==> src/hdl/assert_macros.svh <==
// ----------------------------------------------------------------------------
// Assertion macros
// Shared concurrent assertion macros; NO_ASSERTIONS removes every check.
// ----------------------------------------------------------------------------
`ifndef ASSERT_MACROS_SVH
`define ASSERT_MACROS_SVH

`ifndef NO_ASSERTIONS

// Whenever ante holds, cons must hold in the same cycle.
`define SMX_ASSERT_IMP(name, clk, rstn, ante, cons) \
	name: assert property (@(posedge clk) disable iff (!rstn) (ante) |-> (cons)) \
		else $error("implication check failed");

// Whenever ante holds, cons must hold in the following cycle.
`define SMX_ASSERT_NXT(name, clk, rstn, ante, cons) \
	name: assert property (@(posedge clk) disable iff (!rstn) (ante) |=> (cons)) \
		else $error("next-cycle check failed");

`else

`define SMX_ASSERT_IMP(name, clk, rstn, ante, cons)
`define SMX_ASSERT_NXT(name, clk, rstn, ante, cons)

`endif

`endif

==> src/hdl/smx_pkg.sv <==
// ----------------------------------------------------------------------------
// Softmax package
// Types, constants and tables shared by the softmax controller and datapath.
// ----------------------------------------------------------------------------
`timescale 1ns / 1ps

package smx_pkg;

	// Field widths.
	localparam int SCORE_W = 16;
	localparam int PROB_W  = 16;
	localparam int EXP_W   = 32;
	localparam int SUM_W   = 40;
	localparam int DEN_W   = 41;
	localparam int DIV_QW  = 17;
	localparam int DIV_NW  = DEN_W + DIV_QW - 1;
	localparam int CFG_IDX_W = 1;

	// ln 2 in Q.28 and the reciprocal of ln 2 scaled by 2^14.
	localparam logic [27:0] LN2_Q28 = 28'd186065280;
	localparam logic [15:0] K_RECIP = 16'd23637;
	localparam logic [3:0]  TAYLOR_TERMS = 4'd12;

	// Configuration register indexes.
	typedef enum logic [CFG_IDX_W-1:0] {
		REG_LOW_MARGIN  = 1'b0,
		REG_HIGH_MARGIN = 1'b1
	} cfg_reg_e;

	// Commands from the controller to the datapath.
	typedef struct packed {
		logic exp_start;
		logic store_exp;
		logic set_drop;
		logic clear_run;
		logic idx_clr;
		logic idx_inc;
		logic total_clr;
		logic rd_exp;
		logic div1_start;
		logic wr_prob;
		logic rd_prob;
		logic mul_prob;
		logic div2_start;
		logic out_load;
	} smx_cmd_t;

	// Status from the datapath to the controller.
	typedef struct packed {
		logic exp_done;
		logic div_done;
		logic div_busy;
		logic store_full;
		logic count_zero;
		logic idx_last;
		logic rescale;
		logic out_free;
	} smx_sts_t;

	// Ceiling of 2^32 / n for the Taylor term divisors 1 to 12.
	function automatic logic [32:0] recip_n(input logic [3:0] n);
		logic [32:0] r;
		case (n)
			4'd1:    r = 33'h1_0000_0000;
			4'd2:    r = 33'h0_8000_0000;
			4'd3:    r = 33'h0_5555_5556;
			4'd4:    r = 33'h0_4000_0000;
			4'd5:    r = 33'h0_3333_3334;
			4'd6:    r = 33'h0_2AAA_AAAB;
			4'd7:    r = 33'h0_2492_4925;
			4'd8:    r = 33'h0_2000_0000;
			4'd9:    r = 33'h0_1C71_C71D;
			4'd10:   r = 33'h0_1999_999A;
			4'd11:   r = 33'h0_1745_D175;
			4'd12:   r = 33'h0_1555_5556;
			default: r = 33'h1_0000_0000;
		endcase
		return r;
	endfunction

endpackage

==> src/hdl/smx_ctrl.sv <==
// ----------------------------------------------------------------------------
// Softmax controller
// Sequences loading, the division pass and the rescale and emission pass.
// ----------------------------------------------------------------------------
`timescale 1ns / 1ps

module smx_ctrl import smx_pkg::*; (
	input  logic     clk,
	input  logic     arst_n,
	input  logic     in_valid,
	input  logic     in_last,
	output logic     in_ready,
	input  smx_sts_t sts,
	output smx_cmd_t cmd
);

	typedef enum logic [3:0] {
		ST_IDLE, ST_EXP, ST_FIN,
		ST_P1_RD, ST_P1_DIV, ST_P1_WAIT, ST_P1_WR,
		ST_P2_RD, ST_P2_MUL, ST_P2_DIV, ST_P2_WAIT, ST_P2_OUT
	} ctrl_state_t;

	ctrl_state_t state_q;
	ctrl_state_t state_d;
	logic        last_q;

	// Command decode and next state.
	always_comb begin
		cmd      = '0;
		state_d  = state_q;
		in_ready = (state_q == ST_IDLE);
		case (state_q)
			ST_IDLE: begin
				if (in_valid) begin
					if (!sts.store_full) begin
						cmd.exp_start = 1'b1;
						state_d = ST_EXP;
					end else begin
						cmd.set_drop = 1'b1;
						if (in_last)
							state_d = ST_FIN;
					end
				end
			end
			ST_EXP: begin
				if (sts.exp_done) begin
					cmd.store_exp = 1'b1;
					state_d = last_q ? ST_FIN : ST_IDLE;
				end
			end
			ST_FIN: begin
				if (sts.count_zero) begin
					cmd.clear_run = 1'b1;
					state_d = ST_IDLE;
				end else begin
					cmd.idx_clr   = 1'b1;
					cmd.total_clr = 1'b1;
					state_d = ST_P1_RD;
				end
			end
			ST_P1_RD: begin
				cmd.rd_exp = 1'b1;
				state_d = ST_P1_DIV;
			end
			ST_P1_DIV: begin
				cmd.div1_start = 1'b1;
				state_d = ST_P1_WAIT;
			end
			ST_P1_WAIT: begin
				if (sts.div_done)
					state_d = ST_P1_WR;
			end
			ST_P1_WR: begin
				cmd.wr_prob = 1'b1;
				if (sts.idx_last) begin
					cmd.idx_clr = 1'b1;
					state_d = ST_P2_RD;
				end else begin
					cmd.idx_inc = 1'b1;
					state_d = ST_P1_RD;
				end
			end
			ST_P2_RD: begin
				cmd.rd_prob = 1'b1;
				state_d = ST_P2_MUL;
			end
			ST_P2_MUL: begin
				cmd.mul_prob = 1'b1;
				state_d = sts.rescale ? ST_P2_DIV : ST_P2_OUT;
			end
			ST_P2_DIV: begin
				cmd.div2_start = 1'b1;
				state_d = ST_P2_WAIT;
			end
			ST_P2_WAIT: begin
				if (sts.div_done)
					state_d = ST_P2_OUT;
			end
			ST_P2_OUT: begin
				if (sts.out_free) begin
					cmd.out_load = 1'b1;
					if (sts.idx_last) begin
						cmd.clear_run = 1'b1;
						state_d = ST_IDLE;
					end else begin
						cmd.idx_inc = 1'b1;
						state_d = ST_P2_RD;
					end
				end
			end
			default: state_d = ST_IDLE;
		endcase
	end

	// State and the latched last flag.
	always_ff @(posedge clk or negedge arst_n) begin
		if (!arst_n) begin
			state_q <= ST_IDLE;
			last_q  <= 1'b0;
		end else begin
			state_q <= state_d;
			if (state_q == ST_IDLE && in_valid)
				last_q <= in_last;
		end
	end

endmodule

==> config.mk <==
export PLATFORM = sky130hd
export DESIGN_NAME = smx_ctrl
export DESIGN_NICKNAME = d
export VERILOG_FILES = /design/src/hdl/assert_macros.svh /design/src/hdl/smx_pkg.sv /design/src/hdl/smx_ctrl.sv
export SDC_FILE = /design/constraint.sdc
export NUM_CORES = 1
export LEC_CHECK = 0
export ABC_AREA = 1
export BUFFER_PORTS_ARGS = -buffer_cell sky130_fd_sc_hd__buf_4
export CAP_MARGIN = 10
export CORE_UTILIZATION = 40
export CTS_BUF_LIST = sky130_fd_sc_hd__clkbuf_16
export CTS_CLUSTER_SIZE = 10
export DETAILED_ROUTE_END_ITERATION = 6
export PLACE_DENSITY_LB_ADDON = 0.25
export REMOVE_ABC_BUFFERS = 1
export SLEW_MARGIN = 20
export SYNTH_ARGS = -nofsm -noshare
export SYNTH_HDL_FRONTEND = slang
export SYNTH_SLANG_ARGS = --single-unit
export TNS_END_PERCENT = 5
==> constraint.sdc <==
create_clock -name clk -period 1.1 [get_ports clk]
set_input_delay 0.22 -clock clk [delete_from_list [all_inputs] [get_ports clk]]
set_output_delay 0.22 -clock clk [all_outputs]
set_load 0.05 [all_outputs]
==> run summary, run 1 <==
Status: complete, but fails checks
Failing checks: negative setup slack
Worst-case clock buffer depth: 2
Boundary Pins: 27
Detailed Route WL: 2.73 mm
Slew @ Worst Pin: 0.207 ns
Pwr dens: 2400 nW/um^2
Yosys warns: 0
Final design area excluding fillers: 1190 um^2
Syn Std Cell Area: 571 um^2
Dpl hpwl: 1.46 mm
Post-Synth Simple-Gate Area: 0.570
Mux contribution to synthesized area: 0
Syn avg cell area: 5.88 um^2
Xor/xnor share of the synthesized area: 0
FF+latch count, synth: 5
NumNets Final: 165
Synth unique cells: 15
Final Hold Fails: 0
Detail Route Antenna Nets: 0
P_leak: 0.000700 uW
TritonCTS Sinks: 5
CTS buffer count: 3
Vias: 894
Initial antenna violation count: 0
GP Congestion: 0.867
Grt total ovfl: 0
RSZ-0062 raised after global routing: yes
First-pass GRT wire length: 3.68 mm
Vias in the first global route: 842
Max_slew headroom: 0.862
Number of DRC markers in iteration 0: 60
Core Area: 1320 um^2
IR drop worst, VDD: 1.98 mV
Row count: 13
Synth Instances: 97
Final Power: 2840 uW
Pre-Repair DR Iteration Count: 4
Worst hold path class: in -> reg
Max Clk Rate: 624 MHz
Final worst slack: -0.503 ns
Area share of fa/ha/maj cells after synthesis: 0
Worst EP arrival: 1.38 ns
Clk_skew: 0.00233 ns
Largest net degree at the start of global routing: 7
Clock transition at path regs: 0.04 ns
Max stage delay on crit path: 0.45 ns
Starting density of the core: 0.433
Worst Setup Start Kind: flop
Inserted Diodes: 0
Largest fanout on the critical path: 5
Share of layout cells above drive strength 1: 0.599
Final core occ: 0.900
Worst path slowest cell: dfrtp_2
Worst hold margin: 0.278 ns
CTS tree: built
Die width: 39.8 um
Vias/cell: 5.35
Crit path required time: 0.88 ns
Placement Setup Slack: -0.377 ns
# DRC: 0
Crit path cell chain: buf_4 -> nor2_4 -> nand2_1 -> nor2_2 -> buf_6
Placed cell area: 920 um^2
Endpoints failing setup: 20
CTS root buffer: clkbuf_16
Fin crit period: 1.60 ns
Tot GR Track Use: 0.354
Syn-to-layout area delta: 108%
Synth Area in Compound Gates: 0.0658
Die Ht: 39.8 um
Port bufs: 25
Seq/Total Area, Yosys: 0.219
H-tree levels: 1
Final Cycle Share: 1.46
Largest family of logic cells by synthesized area: simple AND/OR/NAND/NOR gates
Clk Latency, worst-skew pair: 0.23 ns
Die area: 1580 um^2
Max-slew violations: 0
Crit path kind: reg -> out
Average wire per standard cell: 16.3 um
Max_cap viols: 0
Crit. End Element: output pin
-- worst max-delay path: cells and delay by family, from the launching register on --
kind	cells	cell delay, ns
flip-flops	1	0.45
buffers and inverters	2	0.34
AND/OR/NAND/NOR	3	0.37
-- sequential cells by signal, indices dropped and copies added, names as in the netlist --
signal   flops
last_q       1
state_q      4
-- cell usage after synthesis (all sizes together) --
| cell | n | area, um^2 |
|---|---|---|
| o21bai | 1 | 7.51 |
| nand4 | 2 | 12.5 |
| nand3b | 1 | 7.51 |
| nand3 | 10 | 60.1 |
| nand2 | 32 | 138 |
| nor2 | 18 | 108 |
| dfrtp | 5 | 125 |
| o21ai | 5 | 25.0 |
| inv | 22 | 82.6 |
| a21oi | 1 | 5.00 |
-- metal layers --
metal / global-route usage / vias to the layer above / part of all wire
met4: 0.172 / 0 / 0.033
met3: 0.108 / 12 / 0.057
li1: - / 408 / -
met5: 0 / - / 0
met2: 0.652 / 51 / 0.52
met1: 0.351 / 423 / 0.39
-- metrics by stage --
stage	TNS [ns]	instances
global placement	-4.22	156
CTS	-6.83	166
detailed placement	-4.78	156
finish	-8.48	167
global route	-9.50	167
floorplan	-8.09	97
-- power by group --
part / internal [uW] / switching (uW) / leakage, uW
combinational: 767 / 1110 / 0.000597
sequential: 251 / 114 / 0.0000613
clock: 472 / 129 / 0.0000423
-- final timing paths --
check	startpoint	endpoint	slack, ns	cells past startpoint
worst max-delay path	state_q[1]$_DFFE_PN0P_	cmd[12]	-0.50	5
worst min-delay path	in_last	last_q$_DFFE_PN0P_	0.28	3
max in group asynchronous	arst_n	state_q[0]$_DFFE_PN0P_	0.64	2
worst max register to register	state_q[1]$_DFFE_PN0P_	state_q[1]$_DFFE_PN0P_	-0.46	10
worst min register to register	last_q$_DFFE_PN0P_	last_q$_DFFE_PN0P_	0.51	2
min in group asynchronous	arst_n	last_q$_DFFE_PN0P_	0.34	2
-- final cells by class --
cell class / instances / area, um^2
clock buffers: 3 / 75.1
clock inverters: 1 / 3.75
fillers: 67 / 131
inverters: 22 / 85.1
multi-input cells: 70 / 425
flip-flops and latches: 5 / 129
well taps: 15 / 18.8
repair buffers: 51 / 449
-- cells by family after synthesis --
group / after synthesis
buffers and inverters: 22
flip-flops: 5
AO/OA/AOI/OAI: 7
AND/OR/NAND/NOR: 63
-- placed cells by master, fill, tap and decap left out, types with 4 or more instances in the layout --
master	n
buf_4	36
nand2_1	19
nor2_1	6
inv_2	5
nand3_1	8
buf_6	11
nand2_2	11
nor2_4	8
nor2_2	4
inv_1	17
-- timing repair --
item                                    4_1_cts  5_1_grt
hold buffers                                  1        0
setup buffers                                 5        1
endpoints found under the hold margin         5        0
pin swaps                                     6        2
cloned                                        0        0
gates resized for setup                      25       17
endpoints found under the setup margin       20       20
Note: power is estimated with default switching activity, not from simulation.
==> run 2: changes to the inputs <==
--- a/config.mk
+++ b/config.mk
@@ -8,10 +8,11 @@
 export ABC_AREA = 1
 export BUFFER_PORTS_ARGS = -buffer_cell sky130_fd_sc_hd__buf_4
 export CAP_MARGIN = 10
-export CORE_UTILIZATION = 40
+export CORE_AREA = 2 2 39 41
 export CTS_BUF_LIST = sky130_fd_sc_hd__clkbuf_16
 export CTS_CLUSTER_SIZE = 10
 export DETAILED_ROUTE_END_ITERATION = 6
+export DIE_AREA = 0 0 41 43
 export PLACE_DENSITY_LB_ADDON = 0.25
 export REMOVE_ABC_BUFFERS = 1
 export SLEW_MARGIN = 20
==> constraint.sdc (replaced) <==
create_clock -name clk -period 1.9 [get_ports clk]
set_input_delay 0.38 -clock clk [delete_from_list [all_inputs] [get_ports clk]]
set_output_delay 0.38 -clock clk [all_outputs]
set_load 0.05 [all_outputs]
==> run 2 against run 1 <==
- the run now ends clean
- total power down 56%
- combinational power shrank 63%
- utilization shrank 25 points
- global-route usage fell by 16 points
- final cell count is 14% lower
- die area increased by 11%
- design area down 24%
- setup slack better by 0.59 ns
- register-to-register slack improved by 1.1 ns
- critical path depth increased by 1
- wire length decreased by 45%
- flip-flop and latch count is the same
- critical endpoint is now cmd[10]
==> run summary, run 2 (same netlist as run 1, synthesis figures left out) <==
Clk Latency, worst-skew pair: 0.23 ns
Detailed Route WL: 1.51 mm
Most common cell after layout, fill and taps aside: nand2_1
Share of layout cells above drive strength 1: 0.445
Max-slew violations: 0
Vias: 667
GP Congestion: 0.867
Largest net degree at the start of global routing: 10
Fin crit period: 1.81 ns
Max_slew headroom: 0.848
CTS root buffer: clkbuf_16
Initial antenna violation count: 0
Largest fanout on the critical path: 4
Grt total ovfl: 0
Number of DRC markers in iteration 0: 21
Max reg flops: 4
Largest regs: state_q x4, last_q x1
Worst-case clock buffer depth: 2
Vias/cell: 4.63
Clk_skew: 0.00296 ns
Max Clk Rate: 552 MHz
TNS Setup: 0 ns
Crit. End Element: output pin
TritonCTS Sinks: 5
Crit path cell chain: inv_2 -> nand2_2 -> nor2_4 -> nand2_1 -> o21ai_0 -> buf_4
P_leak: 0.000543 uW
Most frequent cells in the layout: nand2_1, buf_4, inv_1
Port bufs: 25
Final Cycle Share: 0.953
Pre-Repair DR Iteration Count: 4
Starting density of the core: 0.412
Crit path required time: 1.52 ns
Die area: 1760 um^2
Vias in the first global route: 574
Worst Hold Launch: sts[6]
CP Buf/Inv Count: 2
H-tree levels: 1
Worst path slowest cell: dfrtp_2
Worst Setup Start Kind: flop
Core Area: 1380 um^2
Max_cap viols: 0
Max stage delay on crit path: 0.44 ns
Dpl hpwl: 1.21 mm
Boundary Pins: 27
Worst hold path class: in -> reg
Syn-to-layout area delta: 57.0%
Detail Route Antenna Nets: 0
Fillers: 138
CTS tree: built
Average wire per standard cell: 10.5 um
Endpoints failing setup: 0
Worst EP arrival: 1.43 ns
Die Ht: 43 um
Crit path kind: reg -> out
Fin cells: 144
Final Hold Fails: 0
# DRC: 0
RSZ-0062 raised after global routing: yes
IR drop worst, VDD: 0.858 mV
CTS buffer count: 3
Dpl cells: 138
Tot GR Track Use: 0.193
Worst R2R Start: state_q[2]$_DFFE_PN0P_
Row count: 14
NumNets Final: 141
Slew @ Worst Pin: 0.227 ns
Status: completed
CP delay by family, top: flip-flops
Die width: 41 um
Final Power: 1240 uW
Crit path launch: state_q[2]$_DFFE_PN0P_
Pwr dens: 1390 nW/um^2
Inserted Diodes: 0
Top reg by flops: state_q
Worst hold margin: 0.446 ns
Clock transition at path regs: 0.03 ns
First-pass GRT wire length: 2.34 mm
-- run 2: cell count changes in the layout (fill, tap and decap cells not counted), moves of 4 or more --
cell / change
buf_4: -12
buf_6: -9
nand2_1: +6
nand2_2: -4
-- run 2: repair_timing --
action | 4_1_cts | 5_1_grt
hold buffers | 1 | 0
setup buffers | 0 | 1
setup endpoints to repair | 1 | 5
pin swaps | 0 | 1
gates resized for setup | 0 | 8
hold endpoints to repair | 5 | 0
-- run 2: cell type report --
class	count	area (um^2)	area share
Tap cell	16	20.0	0.0223
Timing Repair Buffer	27	213	0.237
Clock buffer	3	75.1	0.0838
Sequential cell	5	129	0.144
Inverter	22	82.6	0.0922
Multi-Input combinational cell	70	373	0.416
Clock inverter	1	3.75	0.00419
-- run 2: worst paths after layout --
check / end / slack [ns] / depth (start not counted)
setup / recovery: cmd[10] / 0.09 / 6
hold / removal: state_q[2]$_DFFE_PN0P_ / 0.45 / 4
setup reg to reg: state_q[0]$_DFFE_PN0P_ / 0.61 / 7
hold reg to reg: last_q$_DFFE_PN0P_ / 0.51 / 2
max in group asynchronous: state_q[0]$_DFFE_PN0P_ / 1.27 / 2
min in group asynchronous: state_q[2]$_DFFE_PN0P_ / 0.51 / 2
-- run 2: metal layers --
metal | vias to the layer above | global-route usage | part of all wire
met5 | - | 0 | 0
li1 | 355 | - | -
met2 | 20 | 0.328 | 0.52
met1 | 290 | 0.230 | 0.42
met3 | 2 | 0.0471 | 0.050
met4 | 0 | 0.0467 | 0.014
-- run 2: report_power, final --
group | internal, uW | switching (uW)
combinational | 222 | 474
clock | 272 | 65.3
sequential | 146 | 63.7
-- run 2: stage by stage --
stage,worst slack [ns],util,instance area [um^2]
floorplan,-0.381,-,571
global route,-0.00968,0.647,896
CTS,-0.0170,0.627,867
detailed placement,0.228,0.562,778
global placement,0.271,0.562,778
finish,0.0894,0.647,896
-- run 2: worst reg2reg max path: cells and delay by family, from the launching register on --
kind,cells,cell delay [ns]
AND/OR/NAND/NOR,6,0.57
flip-flops,1,0.44
buffers and inverters,1,0.16
==> run 3: changes to the inputs <==
--- a/config.mk
+++ b/config.mk
@@ -5,7 +5,6 @@
 export SDC_FILE = /design/constraint.sdc
 export NUM_CORES = 1
 export LEC_CHECK = 0
-export ABC_AREA = 1
 export BUFFER_PORTS_ARGS = -buffer_cell sky130_fd_sc_hd__buf_4
 export CAP_MARGIN = 10
 export CORE_AREA = 2 2 39 41
@@ -13,6 +12,7 @@
 export CTS_CLUSTER_SIZE = 10
 export DETAILED_ROUTE_END_ITERATION = 6
 export DIE_AREA = 0 0 41 43
+export MAX_ROUTING_LAYER = met4
 export PLACE_DENSITY_LB_ADDON = 0.25
 export REMOVE_ABC_BUFFERS = 1
 export SLEW_MARGIN = 20
==> run 3 against run 2 <==
- the flow now finishes with violations (negative setup slack)
- clock skew decreased by 0.0012 ns
- first-iteration DRC count is 33% lower
- area after synthesis increased by 2.9%
- clock power hardly changed
- utilization increased by 1.4 points
- sequential power up 30%
- flip-flop and latch count did not move
- worst hold slack improved by 0.0038 ns
- setup slack worse by 0.10 ns
==> run summary, run 3 <==
Status: complete, but fails checks
Failing checks: negative setup slack
Die Ht: 43 um
Dpl cells: 121
Final core occ: 0.662
Placement Setup Slack: 0.156 ns
Endpoints failing setup: 3
Register Area: 128 um^2
Max reg flops: 4
Max Clk Rate: 523 MHz
Grt met1 use: 0.267
Synth Instances: 82
Fin crit period: 1.91 ns
Clk Latency, worst-skew pair: 0.22 ns
Worst-case clock buffer depth: 2
Vias: 684
TritonCTS Sinks: 5
FF+latch count, synth: 5
Switching share of power: 0.484
Yosys warns: 0
Pre-Repair DR Iteration Count: 4
Syn-to-layout area delta: 56.1%
Syn Std Cell Area: 587 um^2
Max stage delay on crit path: 0.43 ns
CTS root buffer: clkbuf_16
Clk_skew: 0.00171 ns
Part of the power in registers: 0.152
Placed cell area: 777 um^2
Most common cell in the netlist: nor2_1
Tot GR Track Use: 0.199
Crit path cell chain: or2_4 -> nor3_4 -> and3_1 -> buf_6
Multi-input logic area: 424 um^2
Largest family of logic cells by synthesized area: simple AND/OR/NAND/NOR gates
Int Power: 923 uW
Detailed Route WL: 1.53 mm
Met2 Use GR: 0.297
GRT Max-Usage Layer: met2
Largest net degree at the start of global routing: 15
Die area: 1760 um^2
EDFF count, synth: 0
Clock network power share: 0.187
Slew @ Worst Pin: 0.463 ns
Synth area leader: dfrtp_1
First-pass GRT wire length: 2.40 mm
Initial antenna violation count: 0
Number of DRC markers in iteration 0: 14
P_sw: 867 uW
Detail Route Antenna Nets: 0
Vias/cell: 5.30
Worst path slowest cell: dfrtp_2
# DRC: 0
Xor/xnor share of the synthesized area: 0
Boundary Pins: 27
Final worst slack: -0.0125 ns
Largest regs: state_q x4, last_q x1
Core Area: 1380 um^2
Top cells by area, synth: dfrtp_1, nor2_1, nor3_1
RSZ-0062 raised after global routing: yes
Synth unique cells: 34
Final Cycle Share: 1.01
Port bufs: 25
Die width: 41 um
Average wire per standard cell: 11.9 um
NumNets Final: 126
Most frequent cells in the layout: buf_4, nor2_1, nand2_1
Worst Setup Start Kind: flop
Final design area excluding fillers: 916 um^2
Synth Area in Compound Gates: 0.205
IR drop worst, VDD: 1.01 mV
Most common cell after layout, fill and taps aside: buf_4
Ys flop type: dfrtp_1
Worst EP arrival: 1.53 ns
Fin cells: 129
Inserted Diodes: 0
Syn avg cell area: 7.16 um^2
Worst hold path class: in -> reg
Pwr dens: 1950 nW/um^2
Crit path required time: 1.52 ns
Crit. End Element: output pin
Max-slew violations: 0
Largest fanout on the critical path: 6
Grt total ovfl: 0
Met3 Use GR: 0.0209
Slack of the worst reg-to-reg path: 0.30 ns
Combinational share of power: 0.661
Share of layout cells above drive strength 1: 0.442
Top reg by flops: state_q
GP Congestion: 0.864
Vias in the first global route: 577
CTS tree: built
Clock transition at path regs: 0.03 ns
Area share of fa/ha/maj cells after synthesis: 0
Max_slew headroom: 0.689
Starting density of the core: 0.424
Final Hold Fails: 0
CTS buffer count: 3
H-tree levels: 1
Row count: 14
Mux contribution to synthesized area: 0.0533
Dpl hpwl: 1.11 mm
Crit path kind: reg -> out
Seq/Total Area, Yosys: 0.213
Worst hold margin: 0.450 ns
Post-Synth Simple-Gate Area: 0.435
Max_cap viols: 0
Post-synth top cells: nor2_1, nand2_1, nor3_1
Post-synth top area share: 0.213
Post-synthesis async set-or-reset flop share: 1.00
Fillers: 135
P_leak: 0.000425 uW
==> run 3: power by group through the flow <==
stage	logic (uW)	clock network, uW	registers [uW]
2_1_floorplan	736	0	294
3_3_place_gp	1080	0	261
3_5_place_dp	1080	0	264
4_1_cts	1110	338	267
5_1_grt	1290	347	286
6_report	1180	335	272
==> run 3: cell type report <==
type                            instances  share of cell area
Timing Repair Buffer                   33               0.281
Sequential cell                         5               0.139
Inverter                                2             0.00820
Tap cell                               16              0.0219
Clock buffer                            3              0.0820
Multi-Input combinational cell         69               0.463
Clock inverter                          1             0.00410
==> run 3: logic make-up after synthesis <==
kind of cell | count (synthesis)
buffers and inverters | 8
multiplexers | 3
AO/OA/AOI/OAI | 19
flip-flops | 5
AND/OR/NAND/NOR | 47
==> run 3: timing repair <==
item | CTS | global route
hold endpoints to repair | 5 | 0
hold buffers | 1 | 0
pin swaps | 1 | 3
gates resized for setup | 5 | 5
buffers inserted | 0 | 3
endpoints found under the setup margin | 4 | 4
==> run 3: layer usage <==
metal / routed length, um / up-vias
met5: 0 / -
met4: 0 / 0
met3: 85 / 0
met2: 793 / 24
met1: 654 / 305
li1: - / 355
==> run 3: worst paths after layout <==
| check | start | end | cells past startpoint |
|---|---|---|---|
| hold reg to reg | last_q$_DFFE_PN0P_ | last_q$_DFFE_PN0P_ | 2 |
| hold / removal | in_last | last_q$_DFFE_PN0P_ | 3 |
| min in group asynchronous | arst_n | state_q[2]$_DFFE_PN0P_ | 2 |
| setup / recovery | state_q[3]$_DFFE_PN0P_ | cmd[11] | 4 |
| max in group asynchronous | arst_n | state_q[3]$_DFFE_PN0P_ | 2 |
| setup reg to reg | state_q[0]$_DFFE_PN0P_ | state_q[0]$_DFFE_PN0P_ | 5 |
==> run 3: critical path: cells and delay by family, from the launching register on <==
family	cells	cell delay, ns
buf+inv	1	0.16
simple gates	3	0.72
flops	1	0.43
==> run 3: metrics by stage <==
stage | TNS [ns] | power, uW
floorplan | -3.39 | 1030
detailed placement | 0 | 1350
global placement | 0 | 1340
global route | -0.273 | 1920
finish | -0.0205 | 1790
CTS | 0 | 1720
